===== src/hdl/pwpt_pkg.sv =====
// Shared constants, codes and types of the pairing window controller.
package pwpt_pkg;

    localparam int MAX_PEERS  = 8;
    localparam int PEER_BITS  = 64;
    localparam int LABEL_BITS = 64;

    localparam int TIME_BITS = 48;
    localparam int LEN_BITS  = 32;
    localparam int CODE_BITS = 8;
    localparam int CFG_BITS  = 32;
    localparam int CFG_IDX_BITS = 2;

    // A count runs from 0 to MAX_PEERS; an address from 0 to MAX_PEERS - 1.
    localparam int CNT_W  = $clog2(MAX_PEERS + 1);
    localparam int ADDR_W = (MAX_PEERS > 1) ? $clog2(MAX_PEERS) : 1;

    localparam logic [CFG_IDX_BITS-1:0] REG_WINDOW_LENGTH = 2'd0;
    localparam logic [CFG_IDX_BITS-1:0] REG_CODE_LOWEST   = 2'd1;
    localparam logic [CFG_IDX_BITS-1:0] REG_CODE_HIGHEST  = 2'd2;

    typedef enum logic [1:0] {
        OP_REQUEST = 2'd0,
        OP_CODE    = 2'd1,
        OP_TICK    = 2'd2,
        OP_UNPAIR  = 2'd3
    } opcode_t;

    typedef enum logic [2:0] {
        ACT_NONE      = 3'd0,
        ACT_PAIRED    = 3'd1,
        ACT_REJECTED  = 3'd2,
        ACT_BLINK     = 3'd3,
        ACT_UNPAIRED  = 3'd4,
        ACT_NOT_FOUND = 3'd5
    } action_t;

    // Write and count controls from the sequencer to the peer table.
    typedef struct packed {
        logic                  peer_en;
        logic                  label_en;
        logic [ADDR_W-1:0]     addr;
        logic [PEER_BITS-1:0]  peer;
        logic [LABEL_BITS-1:0] label;
        logic                  inc;
        logic                  dec;
    } tbl_wr_t;

endpackage


===== src/hdl/pairing_window_with_peer_table_core.sv =====
// Top level of the pairing window controller: sequencer, window state and result register.
//
// The block keeps a table of up to eight paired peers and one pairing window. Each input
// transfer carries an opcode (pair request, code confirmation, time tick, unpair) and
// produces exactly one result transfer with the action, the blink code and the number of
// paired peers after the step. One item occupies the block until its result is written: the
// sequencer walks the table one entry per cycle through a single shared comparator to find
// the peer, and an unpair then moves the later entries down one per cycle through the same
// table port. in_stall stays high from the accepted transfer until the result has been
// written into the output register, which may still be waiting on out_stall while the next
// item is accepted. Configuration writes take effect at once and are expected only while
// the block is idle. The table comes up empty after reset with no clearing pass.
module pairing_window_with_peer_table_core
(
    input  logic                             clk,
    input  logic                             rst_n,
    input  logic                             cfg_write,
    input  logic [pwpt_pkg::CFG_IDX_BITS-1:0] cfg_index,
    input  logic [pwpt_pkg::CFG_BITS-1:0]    cfg_data,
    input  logic                             in_valid,
    output logic                             in_stall,
    input  logic [1:0]                       opcode,
    input  logic [63:0]                      peer_token,
    input  logic [63:0]                      label_token,
    input  logic [47:0]                      now_ms,
    input  logic [7:0]                       pair_code,
    output logic                             out_valid,
    input  logic                             out_stall,
    output logic [2:0]                       action,
    output logic [7:0]                       blink_code,
    output logic [3:0]                       peer_count
);
    import pwpt_pkg::*;

    typedef enum logic [2:0] {
        S_IDLE,
        S_PRE,
        S_SCAN,
        S_DECIDE,
        S_SHIFT,
        S_FINISH
    } state_t;

    state_t                state_reg, state_next;

    // Latched input item.
    opcode_t               op_reg, op_next;
    logic [PEER_BITS-1:0]  peer_reg, peer_next;
    logic [LABEL_BITS-1:0] label_reg, label_next;
    logic [TIME_BITS-1:0]  now_reg, now_next;
    logic [CODE_BITS-1:0]  code_reg, code_next;

    // Search position and result.
    logic [CNT_W-1:0]      idx_reg, idx_next;
    logic                  found_reg, found_next;

    // Pairing window.
    logic                  win_open_reg, win_open_next;
    logic [TIME_BITS-1:0]  deadline_reg, deadline_next;
    logic [PEER_BITS-1:0]  pend_peer_reg, pend_peer_next;
    logic [LABEL_BITS-1:0] pend_label_reg, pend_label_next;
    logic [CODE_BITS-1:0]  pend_code_reg, pend_code_next;

    // Configuration registers.
    logic [LEN_BITS-1:0]   win_len_reg, win_len_next;
    logic [CODE_BITS-1:0]  code_lo_reg, code_lo_next;
    logic [CODE_BITS-1:0]  code_hi_reg, code_hi_next;

    // Result waiting for the output register, and the output register itself.
    action_t               res_act_reg, res_act_next;
    logic [CODE_BITS-1:0]  res_blink_reg, res_blink_next;
    logic                  out_valid_reg, out_valid_next;
    action_t               out_act_reg, out_act_next;
    logic [CODE_BITS-1:0]  out_blink_reg, out_blink_next;
    logic [3:0]            out_count_reg, out_count_next;

    tbl_wr_t               tbl_wr;
    logic [ADDR_W-1:0]     rd_addr;
    logic [PEER_BITS-1:0]  rd_peer;
    logic [LABEL_BITS-1:0] rd_label;
    logic [CNT_W-1:0]      count;

    logic [TIME_BITS:0]    deadline_sum;
    logic [TIME_BITS-1:0]  new_deadline;
    logic                  expired;
    logic                  table_full;
    logic [CNT_W-1:0]      idx_plus;
    logic [PEER_BITS-1:0]  add_peer;
    logic [LABEL_BITS-1:0] add_label;
    logic [CODE_BITS-1:0]  clamped_code;

    pwpt_table u_table
    (
        .clk      (clk),
        .rst_n    (rst_n),
        .wr       (tbl_wr),
        .rd_addr  (rd_addr),
        .rd_peer  (rd_peer),
        .rd_label (rd_label),
        .count    (count)
    );

    // The deadline saturates at the largest time value.
    assign deadline_sum = {1'b0, now_reg} + (TIME_BITS + 1)'(win_len_reg);
    assign new_deadline = deadline_sum[TIME_BITS] ? '1 : deadline_sum[TIME_BITS-1:0];
    assign expired      = now_reg >= deadline_reg;
    assign table_full   = count == CNT_W'(MAX_PEERS);
    assign idx_plus     = idx_reg + CNT_W'(1);

    // A confirmation adds the pending peer; a request adds the requesting peer.
    assign add_peer  = (op_reg == OP_CODE) ? pend_peer_reg : peer_reg;
    assign add_label = (op_reg == OP_CODE) ? pend_label_reg : label_reg;

    assign clamped_code = (code_reg < code_lo_reg || code_reg > code_hi_reg)
                          ? code_lo_reg : code_reg;

    assign in_stall   = state_reg != S_IDLE;
    assign out_valid  = out_valid_reg;
    assign action     = out_act_reg;
    assign blink_code = out_blink_reg;
    assign peer_count = out_count_reg;

    always_comb
    begin
        state_next      = state_reg;
        op_next         = op_reg;
        peer_next       = peer_reg;
        label_next      = label_reg;
        now_next        = now_reg;
        code_next       = code_reg;
        idx_next        = idx_reg;
        found_next      = found_reg;
        win_open_next   = win_open_reg;
        deadline_next   = deadline_reg;
        pend_peer_next  = pend_peer_reg;
        pend_label_next = pend_label_reg;
        pend_code_next  = pend_code_reg;
        win_len_next    = win_len_reg;
        code_lo_next    = code_lo_reg;
        code_hi_next    = code_hi_reg;
        res_act_next    = res_act_reg;
        res_blink_next  = res_blink_reg;
        out_valid_next  = out_valid_reg;
        out_act_next    = out_act_reg;
        out_blink_next  = out_blink_reg;
        out_count_next  = out_count_reg;

        tbl_wr.peer_en  = 1'b0;
        tbl_wr.label_en = 1'b0;
        tbl_wr.addr     = idx_reg[ADDR_W-1:0];
        tbl_wr.peer     = add_peer;
        tbl_wr.label    = add_label;
        tbl_wr.inc      = 1'b0;
        tbl_wr.dec      = 1'b0;
        rd_addr         = idx_reg[ADDR_W-1:0];

        if (cfg_write)
        begin
            case (cfg_index)
                REG_WINDOW_LENGTH: win_len_next = cfg_data[LEN_BITS-1:0];
                REG_CODE_LOWEST:   code_lo_next = cfg_data[CODE_BITS-1:0];
                REG_CODE_HIGHEST:  code_hi_next = cfg_data[CODE_BITS-1:0];
                default:           ;
            endcase
        end

        // The output register empties when its transfer completes.
        if (out_valid_reg && !out_stall)
        begin
            out_valid_next = 1'b0;
        end

        case (state_reg)
            S_IDLE:
            begin
                if (in_valid)
                begin
                    op_next    = opcode_t'(opcode);
                    peer_next  = peer_token[PEER_BITS-1:0];
                    label_next = label_token[LABEL_BITS-1:0];
                    now_next   = now_ms;
                    code_next  = pair_code;
                    state_next = S_PRE;
                end
            end

            S_PRE:
            begin
                idx_next       = '0;
                found_next     = 1'b0;
                res_blink_next = '0;
                res_act_next   = ACT_NONE;
                state_next     = S_SCAN;
                case (op_reg)
                    OP_REQUEST:
                    begin
                        if (peer_reg == '0)
                        begin
                            state_next = S_FINISH;
                        end
                        else if (win_open_reg && expired)
                        begin
                            // A stale window is dropped before the request is handled.
                            win_open_next   = 1'b0;
                            deadline_next   = '0;
                            pend_peer_next  = '0;
                            pend_label_next = '0;
                            pend_code_next  = '0;
                        end
                    end
                    OP_CODE:
                    begin
                        if (peer_reg == '0)
                        begin
                            state_next = S_FINISH;
                        end
                        else if (!win_open_reg)
                        begin
                            res_act_next = ACT_REJECTED;
                            state_next   = S_FINISH;
                        end
                        else if (expired || pend_peer_reg != peer_reg
                                 || code_reg != pend_code_reg)
                        begin
                            win_open_next   = 1'b0;
                            deadline_next   = '0;
                            pend_peer_next  = '0;
                            pend_label_next = '0;
                            pend_code_next  = '0;
                            res_act_next    = ACT_REJECTED;
                            state_next      = S_FINISH;
                        end
                    end
                    OP_TICK:
                    begin
                        if (win_open_reg && expired)
                        begin
                            win_open_next   = 1'b0;
                            deadline_next   = '0;
                            pend_peer_next  = '0;
                            pend_label_next = '0;
                            pend_code_next  = '0;
                            res_act_next    = ACT_REJECTED;
                        end
                        state_next = S_FINISH;
                    end
                    default:
                    begin
                        state_next = S_SCAN;
                    end
                endcase
            end

            S_SCAN:
            begin
                // One entry per cycle through the shared comparator; idx stops on a match.
                if (idx_reg == count)
                begin
                    state_next = S_DECIDE;
                end
                else if (rd_peer == peer_reg)
                begin
                    found_next = 1'b1;
                    state_next = S_DECIDE;
                end
                else
                begin
                    idx_next = idx_plus;
                end
            end

            S_DECIDE:
            begin
                state_next = S_FINISH;
                case (op_reg)
                    OP_REQUEST, OP_CODE:
                    begin
                        if (found_reg)
                        begin
                            // Known peer: refresh the label when one is given.
                            tbl_wr.label_en = add_label != '0;
                            win_open_next   = 1'b0;
                            deadline_next   = '0;
                            pend_peer_next  = '0;
                            pend_label_next = '0;
                            pend_code_next  = '0;
                            res_act_next    = ACT_PAIRED;
                        end
                        else if ((op_reg == OP_CODE || count == '0) && !table_full)
                        begin
                            // Add at the end; a missing label becomes the peer token.
                            tbl_wr.addr     = count[ADDR_W-1:0];
                            tbl_wr.peer_en  = 1'b1;
                            tbl_wr.label_en = 1'b1;
                            tbl_wr.label    = (add_label != '0) ? add_label
                                              : LABEL_BITS'(add_peer);
                            tbl_wr.inc      = 1'b1;
                            win_open_next   = 1'b0;
                            deadline_next   = '0;
                            pend_peer_next  = '0;
                            pend_label_next = '0;
                            pend_code_next  = '0;
                            res_act_next    = ACT_PAIRED;
                        end
                        else if (table_full)
                        begin
                            if (op_reg == OP_CODE)
                            begin
                                win_open_next   = 1'b0;
                                deadline_next   = '0;
                                pend_peer_next  = '0;
                                pend_label_next = '0;
                                pend_code_next  = '0;
                            end
                            res_act_next = ACT_REJECTED;
                        end
                        else if (win_open_reg && pend_peer_reg == peer_reg)
                        begin
                            // Repeated request from the pending peer extends the window.
                            deadline_next  = new_deadline;
                            res_blink_next = pend_code_reg;
                            res_act_next   = ACT_BLINK;
                        end
                        else
                        begin
                            win_open_next   = 1'b1;
                            pend_peer_next  = peer_reg;
                            pend_label_next = label_reg;
                            pend_code_next  = clamped_code;
                            deadline_next   = new_deadline;
                            res_blink_next  = clamped_code;
                            res_act_next    = ACT_BLINK;
                        end
                    end
                    OP_UNPAIR:
                    begin
                        if (found_reg)
                        begin
                            state_next = S_SHIFT;
                        end
                        else
                        begin
                            res_act_next = ACT_NOT_FOUND;
                        end
                    end
                    default:
                    begin
                        res_act_next = ACT_NONE;
                    end
                endcase
            end

            S_SHIFT:
            begin
                // Move the next entry down into the current place, one per cycle.
                if (idx_plus < count)
                begin
                    rd_addr         = idx_plus[ADDR_W-1:0];
                    tbl_wr.peer_en  = 1'b1;
                    tbl_wr.label_en = 1'b1;
                    tbl_wr.peer     = rd_peer;
                    tbl_wr.label    = rd_label;
                    idx_next        = idx_plus;
                end
                else
                begin
                    tbl_wr.dec   = 1'b1;
                    res_act_next = ACT_UNPAIRED;
                    state_next   = S_FINISH;
                end
            end

            S_FINISH:
            begin
                if (!out_valid_reg || !out_stall)
                begin
                    out_valid_next = 1'b1;
                    out_act_next   = res_act_reg;
                    out_blink_next = (res_act_reg == ACT_BLINK) ? res_blink_reg : '0;
                    out_count_next = 4'(count);
                    state_next     = S_IDLE;
                end
            end

            default:
            begin
                state_next = S_IDLE;
            end
        endcase
    end

    always_ff @(posedge clk or negedge rst_n)
    begin
        if (!rst_n)
        begin
            state_reg      <= S_IDLE;
            win_open_reg   <= 1'b0;
            deadline_reg   <= '0;
            pend_peer_reg  <= '0;
            pend_label_reg <= '0;
            pend_code_reg  <= '0;
            win_len_reg    <= LEN_BITS'(60000);
            code_lo_reg    <= CODE_BITS'(1);
            code_hi_reg    <= CODE_BITS'(9);
            out_valid_reg  <= 1'b0;
            found_reg      <= 1'b0;
            idx_reg        <= '0;
        end
        else
        begin
            state_reg      <= state_next;
            win_open_reg   <= win_open_next;
            deadline_reg   <= deadline_next;
            pend_peer_reg  <= pend_peer_next;
            pend_label_reg <= pend_label_next;
            pend_code_reg  <= pend_code_next;
            win_len_reg    <= win_len_next;
            code_lo_reg    <= code_lo_next;
            code_hi_reg    <= code_hi_next;
            out_valid_reg  <= out_valid_next;
            found_reg      <= found_next;
            idx_reg        <= idx_next;
        end
    end

    // Payload registers carry no reset.
    always_ff @(posedge clk)
    begin
        op_reg        <= op_next;
        peer_reg      <= peer_next;
        label_reg     <= label_next;
        now_reg       <= now_next;
        code_reg      <= code_next;
        res_act_reg   <= res_act_next;
        res_blink_reg <= res_blink_next;
        out_act_reg   <= out_act_next;
        out_blink_reg <= out_blink_next;
        out_count_reg <= out_count_next;
    end

endmodule


===== src/hdl/pwpt_table.sv =====
// Peer table storage: peer and label entries, one read and one write port, and the fill count.
module pwpt_table
(
    input  logic                            clk,
    input  logic                            rst_n,
    input  pwpt_pkg::tbl_wr_t               wr,
    input  logic [pwpt_pkg::ADDR_W-1:0]     rd_addr,
    output logic [pwpt_pkg::PEER_BITS-1:0]  rd_peer,
    output logic [pwpt_pkg::LABEL_BITS-1:0] rd_label,
    output logic [pwpt_pkg::CNT_W-1:0]      count
);
    import pwpt_pkg::*;

    logic [PEER_BITS-1:0]  peers_reg  [MAX_PEERS];
    logic [LABEL_BITS-1:0] labels_reg [MAX_PEERS];
    logic [CNT_W-1:0]      count_reg;
    logic [CNT_W-1:0]      count_next;

    // Entries at or above the count are never read, so the arrays need no reset.
    always_ff @(posedge clk)
    begin
        if (wr.peer_en)
        begin
            peers_reg[wr.addr] <= wr.peer;
        end
        if (wr.label_en)
        begin
            labels_reg[wr.addr] <= wr.label;
        end
    end

    always_comb
    begin
        count_next = count_reg;
        if (wr.inc)
        begin
            count_next = count_reg + CNT_W'(1);
        end
        else if (wr.dec)
        begin
            count_next = count_reg - CNT_W'(1);
        end
    end

    always_ff @(posedge clk or negedge rst_n)
    begin
        if (!rst_n)
        begin
            count_reg <= '0;
        end
        else
        begin
            count_reg <= count_next;
        end
    end

    assign rd_peer  = peers_reg[rd_addr];
    assign rd_label = labels_reg[rd_addr];
    assign count    = count_reg;

endmodule


===== config.mk =====
export PLATFORM = sky130hd
export DESIGN_NAME = pairing_window_with_peer_table_core
export DESIGN_NICKNAME = d
export VERILOG_FILES = /design/src/hdl/pwpt_pkg.sv /design/src/hdl/pairing_window_with_peer_table_core.sv /design/src/hdl/pwpt_table.sv
export SDC_FILE = /design/constraint.sdc
export NUM_CORES = 1
export LEC_CHECK = 0
export BUFFER_PORTS_ARGS = -buffer_cell sky130_fd_sc_hd__buf_2
export CAP_MARGIN = 20
export CORE_ASPECT_RATIO = 0.6
export CORE_MARGIN = 1.5
export CORE_UTILIZATION = 55
export CTS_BUF_LIST = sky130_fd_sc_hd__clkbuf_16
export CTS_CLUSTER_SIZE = 30
export DETAILED_ROUTE_END_ITERATION = 10
export PLACE_DENSITY_LB_ADDON = 0.2
export SETUP_SLACK_MARGIN = 0.5
export SYNTH_ARGS = -nofsm -noshare
export SYNTH_HDL_FRONTEND = slang
export SYNTH_HIERARCHICAL = 1
export SYNTH_SLANG_ARGS = --single-unit

===== constraint.sdc =====
create_clock -name clk -period 11.2 [get_ports clk]
set_clock_uncertainty 0.1 [all_clocks]
set_input_delay 0.56 -clock clk [delete_from_list [all_inputs] [get_ports clk]]
set_output_delay 0.56 -clock clk [all_outputs]
set_load 0.02 [all_outputs]

# Yosys cells after proc, flatten, opt, wreduce, memory -nomap -nowiden
# Memory sizes are Yosys's and may differ from the RTL's.
# Cells that the tools add are included.
# Widths: inputs -> output; s select.
[word_totals]
ramBits = 1024
mem_count = 2
inputBits = 225
elab_cells = 238
register_bits = 458
[mem_list]
columns = ["name", "words", "word_bits", "read_ports", "rd_ports_with_merged_regs", "write_ports", "line", "text"]
rows = [
  ["u_table.labels_reg", 8, 64, 1, 0, 1, "pwpt_table.sv:15", "logic [LABEL_BITS-1:0] labels_reg [MAX_PEERS];"],
  ["u_table.peers_reg", 8, 64, 1, 0, 1, "pwpt_table.sv:14", "logic [PEER_BITS-1:0] peers_reg [MAX_PEERS];"],
]
[classes]
magnitude_cmp = 4
muxes = 130
eq_ne = 37
add_sub_neg = 4
reduce_logical = 38
[ops]
columns = ["op", "n"]
rows = [
  ["$mux 64", 22],
  ["$mux 48", 11],
  ["$pmux 64 s2", 3],
  ["$pmux 64 s3", 2],
  ["$mux 65", 3],
  ["$pmux 48 s3", 1],
  ["$eq 64x64->1", 2],
  ["$mux 128", 1],
  ["$mux 8", 16],
  ["$pmux 48 s2", 1],
  ["$logic_not 64->1", 1],
  ["$ne 64x64->1", 1],
  ["$reduce_bool 64->1", 1],
  ["$add 48x32->49", 1],
  ["$ge 48x48->1", 1],
  ["$mux 3", 15],
  ["$pmux 8 s2", 2],
  ["$mux 1", 28],
  ["$pmux 8 s3", 1],
  ["$mux 4", 5],
  ["$ne 2x2->1 const B", 10],
  ["$ne 3x3->1 const B", 6],
  ["$pmux 3 s3", 2],
  ["$pmux 3 s6", 1],
  ["other kinds (39)", 76],
]

# Depth between registers and ports, before layout
[logic_depth]
word_depth = 9
depth_mapped = 25

# Hierarchy
# The synthesis kept the hierarchy.
[by_module_without_submodules]
columns = ["mod", "area_each_um2", "cells_per_inst", "seq_area_each_um2", "instances"]
rows = [
  ["pwpt_table", 39281.4, 1524, 30849.6, 1],
  ["pairing_window_with_peer_table_core", 25486.9, 2291, 12434.4, 1],
]

# Least setup slack after synthesis
# No wires, ideal clock.
[synth_timing]
path_kind = "reg-to-reg"
start = "register state_reg[1]"
end = "register code_reg[0] (enable)"
t_arrival_ns = 8.882
setup_ns = 0.736
t_required_ns = 10.364
path_buffers = 1
stages_incl_launch_ff = 4
slack_ns = 1.482
path_cell_list = "dfrtp_1 > clkbuf_1 > or3_1 > nor2_1"
[synth_between]
elab_chain_cells = 2
[synth_lines]
columns = ["item", "line", "text"]
rows = [
  ["start: declaration", "pairing_window_with_peer_table_core.sv:44", "state_t state_reg, state_next;"],
  ["start signal: assignment", "pairing_window_with_peer_table_core.sv:411", "state_reg <= state_next;"],
  ["$logic_not 3->1", "pairing_window_with_peer_table_core.sv:173", "case (state_reg)"],
  ["$reduce_and 2->1 (no source line)", "-", ""],
  ["end signal: assignment", "pairing_window_with_peer_table_core.sv:433", "code_reg <= code_next;"],
  ["end: declaration", "pairing_window_with_peer_table_core.sv:51", "logic [CODE_BITS-1:0] code_reg, code_next;"],
]
# No other way between the ends.
# A chain may end at the register's enable or synchronous reset.

# Final worst setup path
[layout_timing]
start = "register idx_reg[0]"
end = "register state_reg[1]"
[layout_between]
elab_chain_cells = 8
elab_cells_between_ends = 12
cone_classes = "1 x add/sub; 1 x order compare; 4 x eq/ne; 4 x mux; 1 x reduce/logical; 1 x memory"
[layout_lines]
columns = ["item", "line", "text"]
rows = [
  ["start: declaration", "pairing_window_with_peer_table_core.sv:54", "logic [CNT_W-1:0] idx_reg, idx_next;"],
  ["start signal: assignment", "pairing_window_with_peer_table_core.sv:422", "idx_reg <= idx_next;"],
  ["$add 4x1->4", "pairing_window_with_peer_table_core.sv:108", "assign idx_plus = idx_reg + CNT_W'(1);"],
  ["$lt 4x4->1", "pairing_window_with_peer_table_core.sv:356", "if (idx_plus < count)"],
  ["$mux 3", "pairing_window_with_peer_table_core.sv:356", ""],
  ["$mux 3 *", "pairing_window_with_peer_table_core.sv:173", ""],
  ["named net rd_addr[0]", "pairing_window_with_peer_table_core.sv:78", "logic [ADDR_W-1:0] rd_addr;"],
  ["$mem_v2 8x64 *", "-", ""],
  ["named net rd_peer[9]", "pairing_window_with_peer_table_core.sv:79", "logic [PEER_BITS-1:0] rd_peer;"],
  ["$eq 64x64->1 *", "pairing_window_with_peer_table_core.sv:261", "else if (rd_peer == peer_reg)"],
  ["$ne 3x3->1 (no source line) *", "-", ""],
  ["$reduce_and 4->1 (no source line) *", "-", ""],
]
# Mark *: on every way through the listed nets, which the timed path passes. The rest lies on a longest branch.

==> key figures <==
Outcome
  – Result of the run: finished clean

CTS
  – Number of resized instances in the post-cts repair step: 0
  – H-Tree Level Count: 3
  – Clock edge transition at the registers on the reported setup and hold paths: 0.06 ns
  – Worst skew pair latency: 0.64 ns
  – Total clock buffers created by CTS: 77
  – Number of setup buffers added after CTS: 0
  – Root Buffer Master: clkbuf_16
  – Number of sinks on the clock net: about 840
  – TritonCTS clock tree: yes
  – Maximum number of buffers from clock root to sink: 3
  – Post-CTS Hold Fix Bufs: 98

Timing
  – Fin crit share: 0.7234
  – Setup repair after global routing missed its margin: false
  – Slew Limit Fails: 0
  – Number of failing setup endpoints in the final timing report: 0
  – Max-Slew Margin vs Limit: 0.2177
  – Highest clock frequency the design can meet: approximately 120 MHz
  – Hold Violations, Final: 0
  – Final TNS setup: 0 ns
  – Worst hold margin: 0.03192 ns
  – Post-route worst setup slack: 3.097 ns
  – Tightest Pin Transition: 1.163 ns
  – Crit path time final: 8.103 ns

Floorplanning
  – Area of the placeable core: between 60000 and 70000 µm²
  – Die X-Extent: about 350 µm
  – Floorplan row count: 75
  – Die Height: 208.5 µm
  – Number of top-level design ports: 242
  – Starting density of the core: 0.5550
  – Die outline area: 72010 µm²

Placed design
  – Number of I/O port buffers: 177
  – Cell total after placement: ~3500
  – Pre-CTS WS: 3.355 ns
  – Cell area after placement: 40400 µm²
  – Last weighted congestion value of the routability-driven placer: about 0.89
  – HPWL after DPL: 60270 µm

Power
  – Leakage: 16.12 nW
  – Total power: 10.23 mW
  – Switching pwr: 3.320 mW
  – Max IR drop VDD: 0.1403 mV
  – Share of total power in the clock network: 0.256
  – Power share of the sequential group: 0.425
  – Power Density: 233.3 nW/µm²
  – Power share of the combinational group: 0.319
  – Internal Power: 6.910 mW
  – Sw frac: 0.3245

Setup path
  – Arrival time at the worst endpoint: 8.54 ns
  – Kind of cell adding the most delay to the critical path: simple AND/OR/NAND/NOR gates
  – Worst Setup SP: idx_reg[0]
  – End of the critical path: state_reg[1]
  – Kind of end point of the critical path: flop
  – Worst reg2reg startpoint: idx_reg[0]
  – Worst endpoint required time: 11.64 ns
  – Worst-case register-to-register setup slack: 3.10 ns
  – Cell count along the critical path: 20
  – Critical path start-end classification: flop to flop
  – Startpoint class of the critical path: flop
  – Length in cells of the worst reg-to-reg path: 20
  – Crit-path max cell delay: roughly 1.1 ns
  – Maximum fanout along the worst path: 52
  – Buf/Inv on CP: 2
  – Reg-to-reg endpoint: state_reg[1]
  – Cells along the critical path: ha_1 > ha_1 > nor2b_1 > o21ai_0 > nand2b_1 > a21o_1 > nand2b_4 > xnor2_2 > buf_4 > buf_4 > mux4_2 > mux2_2 > xnor2_1 > nand4_1 > nor4_1 > nand4_1 > nor2b_1 > o21bai_1 > or4_1 > o22ai_1
  – Critical Path Slowest Stage Cell: nor4_1

Routing
  – Post-detailed-route via-to-cell ratio: 6.194
  – Post-DRT Antenna Nets: 0
  – Post-route DRC: 0
  – Starting DRC count in detailed routing: about 2400
  – Count of vias placed by the detailed router: 23200
  – First-pass DRT Iterations: 5
  – Wire per inst: 25.41 µm
  – Wire length reported by the detailed router: 95160 µm

Yosys
  – Mean Syn Cell Area: 15.42 µm²
  – Warning count from the yosys run: 6
  – Post-Syn Nets: 2844
  – Cell count after synthesis: 2510
  – Netlist area before placement: 38700 µm²

Hold path
  – Origin of the worst min-delay path: now_ms[30]
  – Class of the most critical hold timing path: input pin to flop

Global routing
  – Antenna violations before repair: 1
  – Residual overflow from global routing: 0
  – First-pass GRT wire length: 142500 µm
  – Maximum number of pins on one net before global-route repair: 90
  – Vias in the first global route: 22620
  – Overall routing resource usage: 0.2643

Finish
  – Top library cells by usage in the layout, fill and taps aside: edfxtp_1, buf_2, dfrtp_1
  – Commonest non-fill, non-tap cell in the layout: edfxtp_1
  – Flip-flop count of the largest register, all copies and words added: 512
  – Area occupied by registers: 24390 µm²
  – Finished Core Util: 0.6289
  – Post-route cell area: about 44000 µm²
  – Area Growth Syn to Fin: 13.32%
  – Area occupied by multi-input gates: approximately 13000 µm²
  – Non-filler cells in the finished layout: 3745
  – Share of final-layout standard cells stronger than drive strength 1: 0.2128
  – Filler cell count: 5042
  – Final Net Count: 3094

Run
  – Max-Cap Viols: 0
## how the worst min path moves through the flow
stage	to	slack, ns	cells after the start
final	now_reg[30]	0.03	1
after global routing	now_reg[33]	0.002	1
after CTS	now_reg[44]	0.002	1
after detailed placement	action[1]	0.34	0
after global placement	action[1]	0.33	0
after floorplan	code_hi_reg[1]	0.16	0
## power by group through the flow
stage	Clock [mW]	Sequential, mW	Combinational [mW]
floorplan	0	4.32	2.45
global placement	0	4.39	3.10
finish	2.62	4.35	3.26
global route	2.79	4.38	3.53
detailed placement	0	4.40	3.19
CTS	2.67	4.34	3.23
## layer usage
layer	global-route usage	routed length, µm	vias to the layer above
met4	0.05874	1842	0
li1	-	-	10260
met5	0	0	-
met1	0.4109	43760	11880
met3	0.08100	9587	120
met2	0.3645	39970	936
## area by class of cell
class / count / share of cell area
Antenna cell: 1 / 0.00005707
Clock buffer: 77 / 0.04394
Clock inverter: 62 / 0.01233
Inverter: 86 / 0.007362
Multi-Input combinational cell: 1445 / 0.3048
Sequential cell: 842 / 0.5561
Tap cell: 924 / 0.02636
Timing Repair Buffer: 308 / 0.04899
(Power assumes the default switching activity.)
